==> src/hdl/jcb_pkg.sv <==
// Package for the JSON comment blanker: beat types, queue entry type,
// character and scan-mode constants. No dependencies.
package jcb_pkg;

    localparam int QueueDepthDef = 2;

    localparam logic [7:0] ChQuote  = 8'h22;
    localparam logic [7:0] ChBslash = 8'h5C;
    localparam logic [7:0] ChSlash  = 8'h2F;
    localparam logic [7:0] ChStar   = 8'h2A;
    localparam logic [7:0] ChLf     = 8'h0A;
    localparam logic [7:0] ChCr     = 8'h0D;
    localparam logic [7:0] ChSpace  = 8'h20;

    localparam logic [2:0] ModeNormal    = 3'd0;
    localparam logic [2:0] ModeString    = 3'd1;
    localparam logic [2:0] ModeStringEsc = 3'd2;
    localparam logic [2:0] ModeSlash     = 3'd3;
    localparam logic [2:0] ModeLine      = 3'd4;
    localparam logic [2:0] ModeBlock     = 3'd5;
    localparam logic [2:0] ModeBlockStar = 3'd6;

    typedef struct packed {
        logic [7:0] in_byte;
        logic       in_last;
    } in_beat_t;

    typedef struct packed {
        logic [7:0] out_byte;
        logic       out_last;
        logic       unterminated;
    } out_beat_t;

    // One classified input byte: one or two result bytes; last and
    // unterminated belong to the final one.
    typedef struct packed {
        logic       two;
        logic [7:0] byte0;
        logic [7:0] byte1;
        logic       last;
        logic       unterm;
    } op_t;

endpackage

==> src/hdl/jcb_front.sv <==
// Front end of the JSON comment blanker: accepts input beats, tracks the scan mode and
// classifies bytes into queue entries; a held slash joins the next byte's entry. Uses jcb_pkg.
module jcb_front
(
    input  logic             clk,
    input  logic             rst_n,
    input  logic             in_valid,
    output logic             in_ready,
    input  jcb_pkg::in_beat_t in_data,
    input  logic             q_full,
    output logic             q_push,
    output jcb_pkg::op_t     q_op
);

    logic [2:0] mode_reg;
    logic [2:0] mode_next;
    logic [2:0] scan_next;
    logic [1:0] n_res;
    logic       accept;
    logic [7:0] b;
    logic       is_eol;

    assign b        = in_data.in_byte;
    assign is_eol   = (b == jcb_pkg::ChLf) || (b == jcb_pkg::ChCr);
    assign in_ready = !q_full;
    assign accept   = in_valid && in_ready;

    always_comb
    begin
        scan_next      = mode_reg;
        n_res          = 2'd1;
        q_op.two       = 1'b0;
        q_op.byte0     = b;
        q_op.byte1     = b;
        q_op.last      = in_data.in_last;
        q_op.unterm    = 1'b0;
        case (mode_reg)
            jcb_pkg::ModeString:
            begin
                if (b == jcb_pkg::ChBslash)
                    scan_next = jcb_pkg::ModeStringEsc;
                else if (b == jcb_pkg::ChQuote)
                    scan_next = jcb_pkg::ModeNormal;
            end
            jcb_pkg::ModeStringEsc:
            begin
                scan_next = jcb_pkg::ModeString;
            end
            jcb_pkg::ModeSlash:
            begin
                n_res    = 2'd2;
                q_op.two = 1'b1;
                if (b == jcb_pkg::ChSlash)
                begin
                    q_op.byte0 = jcb_pkg::ChSpace;
                    q_op.byte1 = jcb_pkg::ChSpace;
                    scan_next  = jcb_pkg::ModeLine;
                end
                else if (b == jcb_pkg::ChStar)
                begin
                    q_op.byte0  = jcb_pkg::ChSpace;
                    q_op.byte1  = jcb_pkg::ChSpace;
                    q_op.unterm = in_data.in_last;
                    scan_next   = jcb_pkg::ModeBlock;
                end
                else
                begin
                    q_op.byte0 = jcb_pkg::ChSlash;
                    scan_next  = (b == jcb_pkg::ChQuote) ? jcb_pkg::ModeString
                                                         : jcb_pkg::ModeNormal;
                end
            end
            jcb_pkg::ModeLine:
            begin
                if (is_eol)
                    scan_next = jcb_pkg::ModeNormal;
                else
                    q_op.byte0 = jcb_pkg::ChSpace;
            end
            jcb_pkg::ModeBlock, jcb_pkg::ModeBlockStar:
            begin
                if (mode_reg == jcb_pkg::ModeBlockStar && b == jcb_pkg::ChSlash)
                begin
                    q_op.byte0 = jcb_pkg::ChSpace;
                    scan_next  = jcb_pkg::ModeNormal;
                end
                else
                begin
                    if (!is_eol)
                        q_op.byte0 = jcb_pkg::ChSpace;
                    q_op.unterm = in_data.in_last;
                    scan_next   = (b == jcb_pkg::ChStar) ? jcb_pkg::ModeBlockStar
                                                         : jcb_pkg::ModeBlock;
                end
            end
            default:
            begin
                if (b == jcb_pkg::ChQuote)
                    scan_next = jcb_pkg::ModeString;
                else if (b == jcb_pkg::ChSlash && !in_data.in_last)
                begin
                    n_res     = 2'd0;
                    scan_next = jcb_pkg::ModeSlash;
                end
                else
                    scan_next = jcb_pkg::ModeNormal;
            end
        endcase
        mode_next = in_data.in_last ? jcb_pkg::ModeNormal : scan_next;
    end

    assign q_push = accept && (n_res != 2'd0);

    always_ff @(posedge clk or negedge rst_n)
    begin
        if (!rst_n)
            mode_reg <= jcb_pkg::ModeNormal;
        else if (accept)
            mode_reg <= mode_next;
    end

endmodule

==> src/hdl/jcb_queue.sv <==
// Short queue of classified bytes between front and back of the JSON
// comment blanker. Uses jcb_pkg.
module jcb_queue
#(
    parameter int DEPTH = jcb_pkg::QueueDepthDef
)
(
    input  logic         clk,
    input  logic         rst_n,
    input  logic         push,
    input  jcb_pkg::op_t push_op,
    input  logic         pop,
    output jcb_pkg::op_t head_op,
    output logic         full,
    output logic         empty
);

    localparam int AW = (DEPTH > 1) ? $clog2(DEPTH) : 1;
    localparam int CW = $clog2(DEPTH + 1);

    jcb_pkg::op_t   mem_reg [DEPTH];
    logic [AW-1:0]  wr_ptr_reg;
    logic [AW-1:0]  rd_ptr_reg;
    logic [CW-1:0]  count_reg;
    logic [CW-1:0]  count_next;
    logic           do_push;
    logic           do_pop;

    assign full    = (count_reg == CW'(DEPTH));
    assign empty   = (count_reg == '0);
    assign do_push = push && !full;
    assign do_pop  = pop && !empty;
    assign head_op = mem_reg[rd_ptr_reg];

    always_comb
    begin
        count_next = count_reg;
        if (do_push && !do_pop)
            count_next = count_reg + CW'(1);
        else if (do_pop && !do_push)
            count_next = count_reg - CW'(1);
    end

    always_ff @(posedge clk)
    begin
        if (do_push)
            mem_reg[wr_ptr_reg] <= push_op;
    end

    always_ff @(posedge clk or negedge rst_n)
    begin
        if (!rst_n)
        begin
            wr_ptr_reg <= '0;
            rd_ptr_reg <= '0;
            count_reg  <= '0;
        end
        else
        begin
            count_reg <= count_next;
            if (do_push)
                wr_ptr_reg <= (wr_ptr_reg == AW'(DEPTH - 1)) ? '0 : wr_ptr_reg + AW'(1);
            if (do_pop)
                rd_ptr_reg <= (rd_ptr_reg == AW'(DEPTH - 1)) ? '0 : rd_ptr_reg + AW'(1);
        end
    end

endmodule

==> src/hdl/jcb_back.sv <==
// Back end of the JSON comment blanker: drains the queue one result beat
// per cycle, while out_ready does not stall it, into the output register. Uses jcb_pkg.
module jcb_back
(
    input  logic               clk,
    input  logic               rst_n,
    input  logic               q_empty,
    input  jcb_pkg::op_t       head_op,
    output logic               q_pop,
    output logic               out_valid,
    input  logic               out_ready,
    output jcb_pkg::out_beat_t out_data
);

    logic               out_valid_reg;
    logic               out_valid_next;
    jcb_pkg::out_beat_t out_data_reg;
    jcb_pkg::out_beat_t out_data_next;
    logic               phase_reg;
    logic               phase_next;
    logic               load;
    logic               first_of_two;

    assign load         = !out_valid_reg || out_ready;
    assign first_of_two = head_op.two && !phase_reg;
    assign q_pop        = load && !q_empty && !first_of_two;

    always_comb
    begin
        out_valid_next = out_valid_reg;
        out_data_next  = out_data_reg;
        phase_next     = phase_reg;
        if (load)
        begin
            out_valid_next = !q_empty;
            if (!q_empty)
            begin
                if (first_of_two)
                begin
                    out_data_next.out_byte     = head_op.byte0;
                    out_data_next.out_last     = 1'b0;
                    out_data_next.unterminated = 1'b0;
                    phase_next                 = 1'b1;
                end
                else
                begin
                    out_data_next.out_byte     = head_op.two ? head_op.byte1 : head_op.byte0;
                    out_data_next.out_last     = head_op.last;
                    out_data_next.unterminated = head_op.unterm;
                    phase_next                 = 1'b0;
                end
            end
        end
    end

    always_ff @(posedge clk)
    begin
        out_data_reg <= out_data_next;
    end

    always_ff @(posedge clk or negedge rst_n)
    begin
        if (!rst_n)
        begin
            out_valid_reg <= 1'b0;
            phase_reg     <= 1'b0;
        end
        else
        begin
            out_valid_reg <= out_valid_next;
            phase_reg     <= phase_next;
        end
    end

    assign out_valid = out_valid_reg;
    assign out_data  = out_data_reg;

endmodule

==> src/hdl/json_comment_blanker_top.sv <==
// JSON comment blanker top level. An accepted input beat is classified into the queue,
// then the back end loads its result beat into the output register.
// Throughput: one byte per cycle while the queue is not full; a byte that releases a held
// slash gives two beats, which leave the single output register one after the other.
// Reset (rst_n low, asynchronous): scan mode to normal, queue empty, no output.
// Depends on jcb_pkg, jcb_front, jcb_queue, jcb_back.
module json_comment_blanker_top
#(
    parameter int QUEUE_DEPTH = jcb_pkg::QueueDepthDef
)
(
    input  logic               clk,
    input  logic               rst_n,
    input  logic               in_valid,
    output logic               in_ready,
    input  jcb_pkg::in_beat_t  in_data,
    output logic               out_valid,
    input  logic               out_ready,
    output jcb_pkg::out_beat_t out_data
);

    jcb_pkg::op_t push_op;
    jcb_pkg::op_t head_op;
    logic         q_push;
    logic         q_pop;
    logic         q_full;
    logic         q_empty;

    jcb_front u_front
    (
        .clk      (clk),
        .rst_n    (rst_n),
        .in_valid (in_valid),
        .in_ready (in_ready),
        .in_data  (in_data),
        .q_full   (q_full),
        .q_push   (q_push),
        .q_op     (push_op)
    );

    jcb_queue #(.DEPTH(QUEUE_DEPTH)) u_queue
    (
        .clk     (clk),
        .rst_n   (rst_n),
        .push    (q_push),
        .push_op (push_op),
        .pop     (q_pop),
        .head_op (head_op),
        .full    (q_full),
        .empty   (q_empty)
    );

    jcb_back u_back
    (
        .clk       (clk),
        .rst_n     (rst_n),
        .q_empty   (q_empty),
        .head_op   (head_op),
        .q_pop     (q_pop),
        .out_valid (out_valid),
        .out_ready (out_ready),
        .out_data  (out_data)
    );

endmodule

==> config.mk <==
export PLATFORM = sky130hd
export DESIGN_NAME = json_comment_blanker_top
export DESIGN_NICKNAME = d
export VERILOG_FILES = /design/src/hdl/jcb_pkg.sv /design/src/hdl/jcb_front.sv /design/src/hdl/jcb_queue.sv /design/src/hdl/jcb_back.sv /design/src/hdl/json_comment_blanker_top.sv
export SDC_FILE = /design/constraint.sdc
export NUM_CORES = 1
export LEC_CHECK = 0
export BUFFER_PORTS_ARGS = -buffer_cell sky130_fd_sc_hd__buf_2
export CAP_MARGIN = 20
export CORE_MARGIN = 5
export CORE_UTILIZATION = 60
export CTS_CLUSTER_DIAMETER = 120
export DETAILED_ROUTE_END_ITERATION = 8
export GPL_TIMING_DRIVEN = 0
export HOLD_SLACK_MARGIN = 0.06
export PLACE_DENSITY_LB_ADDON = 0.1
export SYNTH_ARGS = -nofsm -noshare
export SYNTH_HDL_FRONTEND = slang
export SYNTH_SLANG_ARGS = --single-unit
==> constraint.sdc <==
create_clock -name clk -period 6.3 [get_ports clk]
set_input_delay 0 -clock clk [delete_from_list [all_inputs] [get_ports clk]]
set_output_delay 0 -clock clk [all_outputs]
set_load 0.02 [all_outputs]
==> impl_metrics.tcl, run 1 <==
set metrics [dict create \
    outcome "completed" \
    clock-sinks 57 \
    routed_via_density 6.25 \
    first_pass_iters 5 \
    portBuffers 21 \
    period_share 0.414 \
    final_layout_size_suffix_gt1_frac 0.231 \
    cp-start-kind "flip-flop" \
    start_util 0.615 \
    worstPathMaxFanout 19 \
    cp_data_arrival_time_ps 2560 \
    maxCapViolCount 0 \
    grt_usage 0.198 \
    cts_buffers 9 \
    multi_input_area_sq_um 910 \
    hp-class "in -> reg" \
    synthArstFlopShare 0.158 \
    yosysWarnings 0 \
    synth_area_leaders "edfxtp_1 (54%), dfrtp_1 (8.5%), mux4_2 (6.8%), nand2_1 (1.7%), nand2b_1 (1.6%)" \
    path_cells "clkbuf_1 > or3_1 > nand2_1 > a31oi_1 > nor2b_2" \
    cp_num_buf_inv 1 \
    stdcell_count 290 \
    antenna_found_initial 0 \
    wl_per_cell_microns 18.7 \
    slowest_delay_ps 930 \
    synth_ff_type "edfxtp_1" \
    dp_hpwl_microns 3640 \
    drcViolationCount 0 \
    synthMostInstantiatedCell "edfxtp_1" \
    synth_top_cell_area_share 0.542 \
    fmax_mhz 384 \
    synth_seq_area_share 0.627 \
    htreeDepth 3 \
    coreArea_sq_um 4320 \
    die-area_sq_um 5860 \
    cts_tree "built" \
    ys_ff_latch 57 \
    cp-end-kind "flip-flop" \
    cpMaxStageDelayCell "nor2b_2" \
    max_slew_margin 0.291 \
    crit_family "simple AND/OR/NAND/NOR gates" \
    die_h_microns 76.6 \
    vias 1812 \
    io_pins 25 \
    root_buffer "clkbuf_8" \
    synth-edff-count 48 \
    setup_viol 0 \
    cts.clk_slew.worst_paths_ps 60 \
    worstPathRequired_ps 6250 \
    power_density_nw_per_um2 480 \
    place_area_sq_um 2830 \
    area_growth_pct 17.4 \
    fillers 302 \
    grt_pass1_wl_microns 8980 \
    place.gp.congestion 1.00 \
    ant_nets 0 \
    fin_tns_setup_ps 0 \
    grt_start_max_net_pins 20 \
    cts.path.max_buffers 2 \
    synth_nets 207 \
    yosys-top-cells-count "edfxtp_1 (48), nand2_1 (12), clkbuf_1 (10), dfrtp_1 (9), mux4_2 (8)" \
    yosysTopAreaCell "edfxtp_1" \
    dp.cells 266 \
    insertion_delay_ps 330 \
    syn_area_sq_um 2660 \
    largest_register_ffs 38 \
    yosysUniqueCellTypes 55 \
    num_rows 24 \
    period_needed_ps 2610 \
    drt_iter0_markers 202 \
    wl_microns 5420 \
    grt_overflow 0 \
    p_leak_nw 1.15 \
    avgSynthCellArea_sq_um 13.8 \
    seqCellArea_sq_um 1670 \
    ir_drop_mv 0.315 \
    grt_pass1_vias 1854 \
    path_class "reg -> reg" \
    finish.instance_area_sq_um 3120 \
    tightest_slew_ps 1060 \
    nets 247 \
    die_w_microns 76.6 \
    drv_slew 0 \
    rsz0062_at_grt "false" \
    hold_viol 0 \
    antenna_cells 0 \
    fin_skew_ps 7.91 \
    synth_cells 193 \
]
worst min-delay path, stage by stage:
cell	delay (ps)
buf_4	130
o311ai_0	140
o31ai_1	90
placed cells by master (no fill, tap or decap), types with 2 or more instances in the layout:
cell,synthesis,layout
inv_1,6,6
edfxtp_1,48,48
o21ai_0,4,4
nor2b_1,3,2
o22ai_1,3,3
buf_2,1,22
nor3_1,3,3
nor2_1,7,7
o21a_1,5,5
clkinv_1,0,3
a21oi_1,3,3
nor3b_1,3,3
a21boi_0,4,4
a31oi_1,4,4
nand2b_1,7,7
mux4_2,8,8
and2_1,3,3
dfrtp_1,9,9
nand4_1,2,2
dlygate4sd3_1,0,8
nand3_1,5,5
buf_4,2,2
clkbuf_1,10,10
xor2_1,4,4
nand2_1,12,12
and3_1,5,5
bufinv_16,0,2
clkbuf_8,0,9
xnor2_1,2,2
area by class of cell:
type | instances | area share
Sequential cell | 57 | 0.534
Inverter | 6 | 0.00722
Multi-Input combinational cell | 116 | 0.291
Clock inverter | 7 | 0.0273
Tap cell | 52 | 0.0209
Buffer | 14 | 0.0200
Clock buffer | 9 | 0.0397
Timing Repair Buffer | 29 | 0.0593
worst paths after layout:
check                                    start                    end  slack [ps]  depth (start not counted)
setup / recovery           u_front.mode_reg[0]  u_queue.mem_reg[0][4]        3690                          5
hold / removal                      in_data[4]    u_front.mode_reg[0]          70                          3
setup reg to reg           u_front.mode_reg[0]  u_queue.mem_reg[0][4]        3690                          5
hold reg to reg               u_back.out_valid       u_back.out_valid         490                          2
max in group asynchronous                rst_n       u_back.out_valid        5360                          3
min in group asynchronous                rst_n     u_queue.wr_ptr_reg         650                          3
power breakdown:
part	internal, W	switching (W)
logic	0.000194	0.000297
clock network	0.000218	0.000144
registers	0.000586	0.0000589
total	0.000998	0.000500
what timing repair did:
action                                 4_1_cts  5_1_grt
setup buffers                                0        0
resized for setup                            0        0
hold buffers                                 8        0
endpoints found under the hold margin       19        0
metal layers:
layer / wire, microns / track usage / vias to the layer above
met5: 0 / 0 / -
li1: - / - / 830
met4: 159 / 0.115 / 0
met3: 380 / 0.0579 / 20
met1: 2360 / 0.256 / 867
met2: 2520 / 0.296 / 95
logic make-up after synthesis:
kind of cell	after synthesis	share of synthesized area
fa+ha+maj	1	0.00471
mux	9	0.0715
xor+xnor	6	0.0198
buf+inv	20	0.0320
compound gates	37	0.106
simple gates	63	0.139
flops	57	0.627
metrics by stage:
step | hold WS [ps] | worst slack, ps | util | power, W
2_1_floorplan | -296 | 3850 | - | 0.000992
3_3_place_gp | -143 | 3290 | 0.654 | 0.00110
3_5_place_dp | -138 | 3560 | 0.655 | 0.00113
4_1_cts | 66.9 | 3690 | 0.722 | 0.00150
5_1_grt | 82.8 | 3460 | 0.722 | 0.00158
6_report | 74.6 | 3690 | 0.722 | 0.00150
No activity file was read; power rests on OpenSTA's default activity.
==> run 2, diff against run 1 <==
--- a/config.mk
+++ b/config.mk
@@ -5,10 +5,11 @@
 export SDC_FILE = /design/constraint.sdc
 export NUM_CORES = 1
 export LEC_CHECK = 0
+export ABC_AREA = 1
 export BUFFER_PORTS_ARGS = -buffer_cell sky130_fd_sc_hd__buf_2
 export CAP_MARGIN = 20
 export CORE_MARGIN = 5
-export CORE_UTILIZATION = 60
+export CORE_UTILIZATION = 53
 export CTS_CLUSTER_DIAMETER = 120
 export DETAILED_ROUTE_END_ITERATION = 8
 export GPL_TIMING_DRIVEN = 0
==> constraint.sdc (replaced) <==
create_clock -name clk -period 2.3 [get_ports clk]
set_input_delay 0 -clock clk [delete_from_list [all_inputs] [get_ports clk]]
set_output_delay 0 -clock clk [all_outputs]
set_load 0.02 [all_outputs]
==> impl_metrics.tcl, run 2 <==
set metrics [dict create \
    cts.path.max_buffers 2 \
    stdcell_count 370 \
    p_leak_nw 1.34 \
    setup_viol 0 \
    path_cells "nand2_2 > nand2_2 > nand2_2 > o21ai_4 > nor2_2" \
    first_pass_iters 4 \
    synth_cells 252 \
    outcome "completed" \
    cts_tree "built" \
    place.gp.congestion 0.862 \
    synth_seq_area_share 0.622 \
    final_layout_size_suffix_gt1_frac 0.251 \
    fin_skew_ps 4.96 \
    die_w_microns 81.1 \
    synth_ff_type "edfxtp_1" \
    yosysUniqueCellTypes 34 \
    ant_nets 0 \
    worst_path_most_repeated_cell "nand2_2" \
    vias 1825 \
    rsz0062_at_grt "false" \
    drv_slew 0 \
    yosysTopAreaCell "edfxtp_1" \
    drcViolationCount 0 \
    p_sw_w 0.00118 \
    drt_iter0_markers 178 \
    slowest_delay_ps 790 \
    period_share 0.883 \
    grt_pass1_wl_microns 8390 \
    nets 312 \
    maxCapViolCount 0 \
    routed_via_density 4.93 \
    grt_busiest_layer "met2" \
    antenna_cells 0 \
    finish.instance_area_sq_um 3170 \
    place_area_sq_um 2900 \
    final_common_cell "nand2_1" \
    largest_register_ffs 38 \
    hold_viol 0 \
    tightest_slew_ps 1030 \
    num_rows 25 \
    antenna_found_initial 0 \
    sw_frac_of_total 0.335 \
    synthArstFlopShare 0.158 \
    area_growth_pct 18.3 \
    synth-edff-count 48 \
    cp_num_buf_inv 0 \
    cell_internal_pwr_w 0.00233 \
    htreeDepth 3 \
    synth_nets 266 \
    grt_use_met3 0.0432 \
    clock_power_share 0.218 \
    cp-end-kind "flip-flop" \
    cp-start-kind "flip-flop" \
    io_pins 25 \
    comb_power_share 0.326 \
    pre_cts_slack_ps -284 \
    grt_overflow 0 \
    seqPwrFrac 0.456 \
    yosysWarnings 0 \
    die_h_microns 81.1 \
    grt_usage 0.177 \
    wl_per_cell_microns 13.4 \
    wl_microns 4970 \
    synthMostInstantiatedCell "nand2_1" \
    die-area_sq_um 6580 \
    cts.clk_slew.worst_paths_ps 60 \
    grt_pass1_vias 1760 \
    hp-class "in -> reg" \
    avgSynthCellArea_sq_um 10.6 \
    worstPathRequired_ps 2240 \
    cts_buffers 9 \
    insertion_delay_ps 320 \
    portBuffers 24 \
    max_slew_margin 0.312 \
    post-cts-setup-buffers 0 \
    coreArea_sq_um 4820 \
    dp.cells 344 \
    grt_start_max_net_pins 21 \
    worstPathMaxFanout 20 \
    met2_usage 0.278 \
    synth_top_cell_area_share 0.538 \
    ys_ff_latch 57 \
    dp_hpwl_microns 3640 \
    start_util 0.557 \
    final_util 0.658 \
    crit_family "simple AND/OR/NAND/NOR gates" \
    synth_area_leaders "edfxtp_1 (54%), dfrtp_1 (8.4%), nand2_1 (8.0%), mux2i_1 (3.4%), inv_1 (2.9%)" \
    fin_tns_setup_ps 0 \
    fmax_mhz 493 \
    globalRouteMet1Util 0.232 \
    ir_drop_mv 0.449 \
    mostFrequentLayoutCells "nand2_1 (57), edfxtp_1 (48), buf_2 (27)" \
    cpMaxStageDelayCell "nor2_2" \
    power_density_nw_per_um2 1110 \
    period_needed_ps 2030 \
    clock-sinks 57 \
    cp_data_arrival_time_ps 1970 \
    path_class "reg -> reg" \
    timing.final.ws_setup_ps 270 \
    root_buffer "clkbuf_8" \
    syn_area_sq_um 2680 \
    yosys-top-cells-count "nand2_1 (57), edfxtp_1 (48), inv_1 (21), nor2_1 (19)" \
]
[run 2: cell count changes after synthesis, sizes merged, moves of 6 or more]
cell / previous run / this run
o21ai: 5 / 15
mux4: 8 / 0
inv: 6 / 27
nand3: 5 / 13
mux2i: 1 / 9
nor2: 7 / 27
nand2: 12 / 69
and3: 6 / 0
nand2b: 7 / 0
or2: 1 / 9
clkbuf: 11 / 4
[run 2: timing repair]
action	CTS	global route
pin swaps	0	0
gates cloned	0	0
hold buffers	10	0
resized for setup	1	1
endpoints found under the hold margin	25	0
endpoints found under the setup margin	2	1
[run 2: cell type report]
cell class,instances,area (sq um)
clock inverters,1,5.00
clock buffers,15,156
inverters,27,101
well taps,67,83.8
repair buffers,35,231
plain buffers,8,37.5
multi-input cells,160,890
flip-flops and latches,57,1670
fillers,404,1650
[run 2: power by group through the flow]
stage                     Combinational (W)  Clock (W)  Sequential (W)
after floorplan                    0.000665          0         0.00175
after global placement              0.00109          0         0.00162
after detailed placement            0.00113          0         0.00162
after CTS                           0.00115   0.000785         0.00160
after global routing                0.00129   0.000837         0.00163
final                               0.00114   0.000765         0.00160
[run 2: layer usage]
metal | wire (microns) | vias up
met1 | 2340 | 848
met3 | 184 | 7
li1 | - | 937
met4 | 79 | 0
met5 | 0 | -
met2 | 2360 | 33
[run 2: through the flow]
step                      power, W  hold slack (ps)
after floorplan            0.00241             -296
after global placement     0.00270             -138
after detailed placement   0.00276             -139
after CTS                  0.00354             66.8
after global routing       0.00375             85.0
final                      0.00351             83.6
[run 2: path summary, 6_finish.rpt]
path,startpoint,end,slack [ps],cells past startpoint
worst max register to register,u_front.mode_reg[1],u_queue.mem_reg[1][12],270,5
worst min-delay path,in_data[3],u_queue.mem_reg[1][4],80,3
worst min register to register,u_queue.count_reg[0],u_queue.count_reg[0],470,1
min in group asynchronous,rst_n,u_back.phase_reg,660,3
max in group asynchronous,rst_n,u_front.mode_reg[0],1350,3
worst max-delay path,u_front.mode_reg[1],u_queue.mem_reg[1][12],270,5
[run 2: tightest hold or removal path: stages]
cell,delay [ps]
buf_2,130
nand2_1,80
inv_1,80
[run 2: kinds of logic after synthesis]
logic type                 share of synthesized area
and+or+nand+nor                                0.218
DFF                                            0.622
buffers and inverters                         0.0518
AOI/OAI and AO/OA                             0.0607
muxes                                         0.0336
xor gates and xnor gates                     0.00980
adders and majority gates                    0.00467
==> run 3, diff against run 2 <==
--- a/config.mk
+++ b/config.mk
@@ -15,6 +15,7 @@
 export GPL_TIMING_DRIVEN = 0
 export HOLD_SLACK_MARGIN = 0.06
 export PLACE_DENSITY_LB_ADDON = 0.1
+export SETUP_SLACK_MARGIN = 0.4
 export SYNTH_ARGS = -nofsm -noshare
 export SYNTH_HDL_FRONTEND = slang
 export SYNTH_SLANG_ARGS = --single-unit
==> constraint.sdc (replaced) <==
create_clock -name clk -period 2.3 [get_ports clk]
set_input_delay 0.115 -clock clk [delete_from_list [all_inputs] [get_ports clk]]
set_output_delay 0.115 -clock clk [all_outputs]
set_load 0.02 [all_outputs]
==> impl_metrics.tcl, run 3 (synthesis gave the netlist of run 2 again) <==
set metrics [dict create \
    outcome "completed" \
    coreArea_sq_um 4820 \
    path_class "reg -> reg" \
    max_slew_margin 0.600 \
    fin_skew_ps 3.45 \
    p_leak_nw 1.34 \
    cp-end-kind "flip-flop" \
    endpoint "u_queue.count_reg[1]" \
    grt_pass1_vias 1728 \
    drt_iter0_markers 135 \
    drv_slew 0 \
    pre_cts_slack_ps 170 \
    largest_register_ffs 38 \
    antenna_cells 0 \
    crit_path_start "u_front.mode_reg[1]" \
    wl_met1_microns 2360 \
    rrSetupSlack_ps 440 \
    maxCapViolCount 0 \
    vias 1825 \
    final_common_cell "nand2_1" \
    timing.final.ws_setup_ps 436 \
    die_w_microns 81.1 \
    met2_wirelength_microns 2350 \
    power_density_nw_per_um2 1190 \
    worstPathMaxFanout 5 \
    reg2reg_from "u_front.mode_reg[1]" \
    period_needed_ps 1860 \
    grt_usage 0.173 \
    routed_via_density 5.01 \
    cts_buffers 9 \
    fin_tns_setup_ps 0 \
    cp_data_arrival_time_ps 2070 \
    period_share 0.810 \
    rsz0062_at_grt "true" \
    r2r_end "u_queue.count_reg[1]" \
    htreeDepth 3 \
    finalPower_w 0.00375 \
    grt_start_max_net_pins 21 \
    hold_viol 0 \
    dp_hpwl_microns 3600 \
    wl_per_cell_microns 13.8 \
    die-area_sq_um 6580 \
    cts.path.max_buffers 2 \
    nets 306 \
    wl_microns 5010 \
    ant_nets 0 \
    portBuffers 24 \
    ir_drop_mv 0.490 \
    fmax_mhz 537 \
    antenna_found_initial 0 \
    num_rows 25 \
    final_layout_size_suffix_gt1_frac 0.276 \
    top_layer "met4" \
    worstPathRequired_ps 2500 \
    holdPathStages 2 \
    hold-worst-slack_ps 96.8 \
    tightest_slew_ps 598 \
    grt_overflow 0 \
    die_h_microns 81.1 \
    min_from "in_data[8]" \
    clock-sinks 57 \
    first_pass_iters 4 \
    r2r_cells 9 \
    multi_input_area_sq_um 900 \
    cp-start-kind "flip-flop" \
    drcViolationCount 0 \
    hp-class "in -> reg" \
    cts_tree "built" \
    mostFrequentLayoutCells "nand2_1 (57), edfxtp_1 (48), buf_2 (27)" \
    seqCellArea_sq_um 1670 \
    root_buffer "clkbuf_8" \
    cts.clk_slew.worst_paths_ps 60 \
    place.gp.congestion 0.865 \
    area_growth_pct 17.9 \
    wl_met3_microns 198 \
    grt_pass1_wl_microns 8310 \
    start_util 0.557 \
    io_pins 25 \
    setup_viol 0 \
    fillers 397 \
    insertion_delay_ps 320 \
]
[run 3: cell count changes in the layout (fill, tap and decap cells not counted), sizes merged]
cell	previous run	this run
buf	29	31
clkbuf	19	14
dlygate4sd3	10	2
clkinv	1	3
clkinvlp	0	1
bufinv	0	2
[run 3: area by class of cell]
type | instances | share of cell area
inverters | 27 | 0.0321
flip-flops and latches | 57 | 0.527
repair buffers | 29 | 0.0514
multi-input cells | 160 | 0.285
well taps | 67 | 0.0265
plain buffers | 8 | 0.0119
clock buffers | 10 | 0.0404
clock inverters | 6 | 0.0261
[run 3: metal layers]
metal	up-vias	track usage
met5	-	0
met4	0	0.0760
met3	9	0.0399
met2	38	0.265
met1	854	0.235
li1	924	-
[run 3: worst min-delay path by stage]
| stage | to | slack, ps |
|---|---|---|
| 3_5_place_dp | u_queue.rd_ptr_reg | -20 |
| 4_1_cts | u_queue.mem_reg[1][9] | 80 |
| 3_3_place_gp | u_queue.rd_ptr_reg | -20 |
| 2_1_floorplan | u_back.out_valid | -180 |
| 6_report | u_queue.mem_reg[1][9] | 100 |
| 5_1_grt | u_queue.mem_reg[1][9] | 100 |
[run 3: repair_timing]
| action | 4_1_cts | 5_1_grt |
|---|---|---|
| endpoints found under the setup margin | 41 | 1 |
| hold endpoints to repair | 11 | 0 |
| pin swaps | 0 | 1 |
| hold buffers | 2 | 0 |
| gates resized for setup | 3 | 0 |
| buffers inserted | 0 | 3 |
[run 3: power breakdown]
part	total (W)	leakage (nW)	internal, W	switching [W]
registers	0.00160	0.564	0.00151	0.0000895
logic	0.00116	0.675	0.000405	0.000758
clock network	0.000987	0.106	0.000604	0.000384
[run 3: worst max-delay path, cell delays in order, from the launching register on]
cell	delay [ps]
dfrtp_1	430
or2_4	280
nand2_2	80
nand2_2	70
o21ai_4	160
inv_2	60
ha_1	300
a21oi_1	120
o21ai_0	110
xor2_1	150
[run 3: stage by stage]
| step | area, sq um | util | instances |
|---|---|---|---|
| 6_report | 3160 | 0.656 | 364 |
| 5_1_grt | 3160 | 0.656 | 364 |
| 4_1_cts | 3140 | 0.652 | 361 |
| 3_5_place_dp | 2890 | 0.600 | 343 |
| 3_3_place_gp | 2890 | 0.600 | 343 |
| 2_1_floorplan | 2690 | - | 252 |
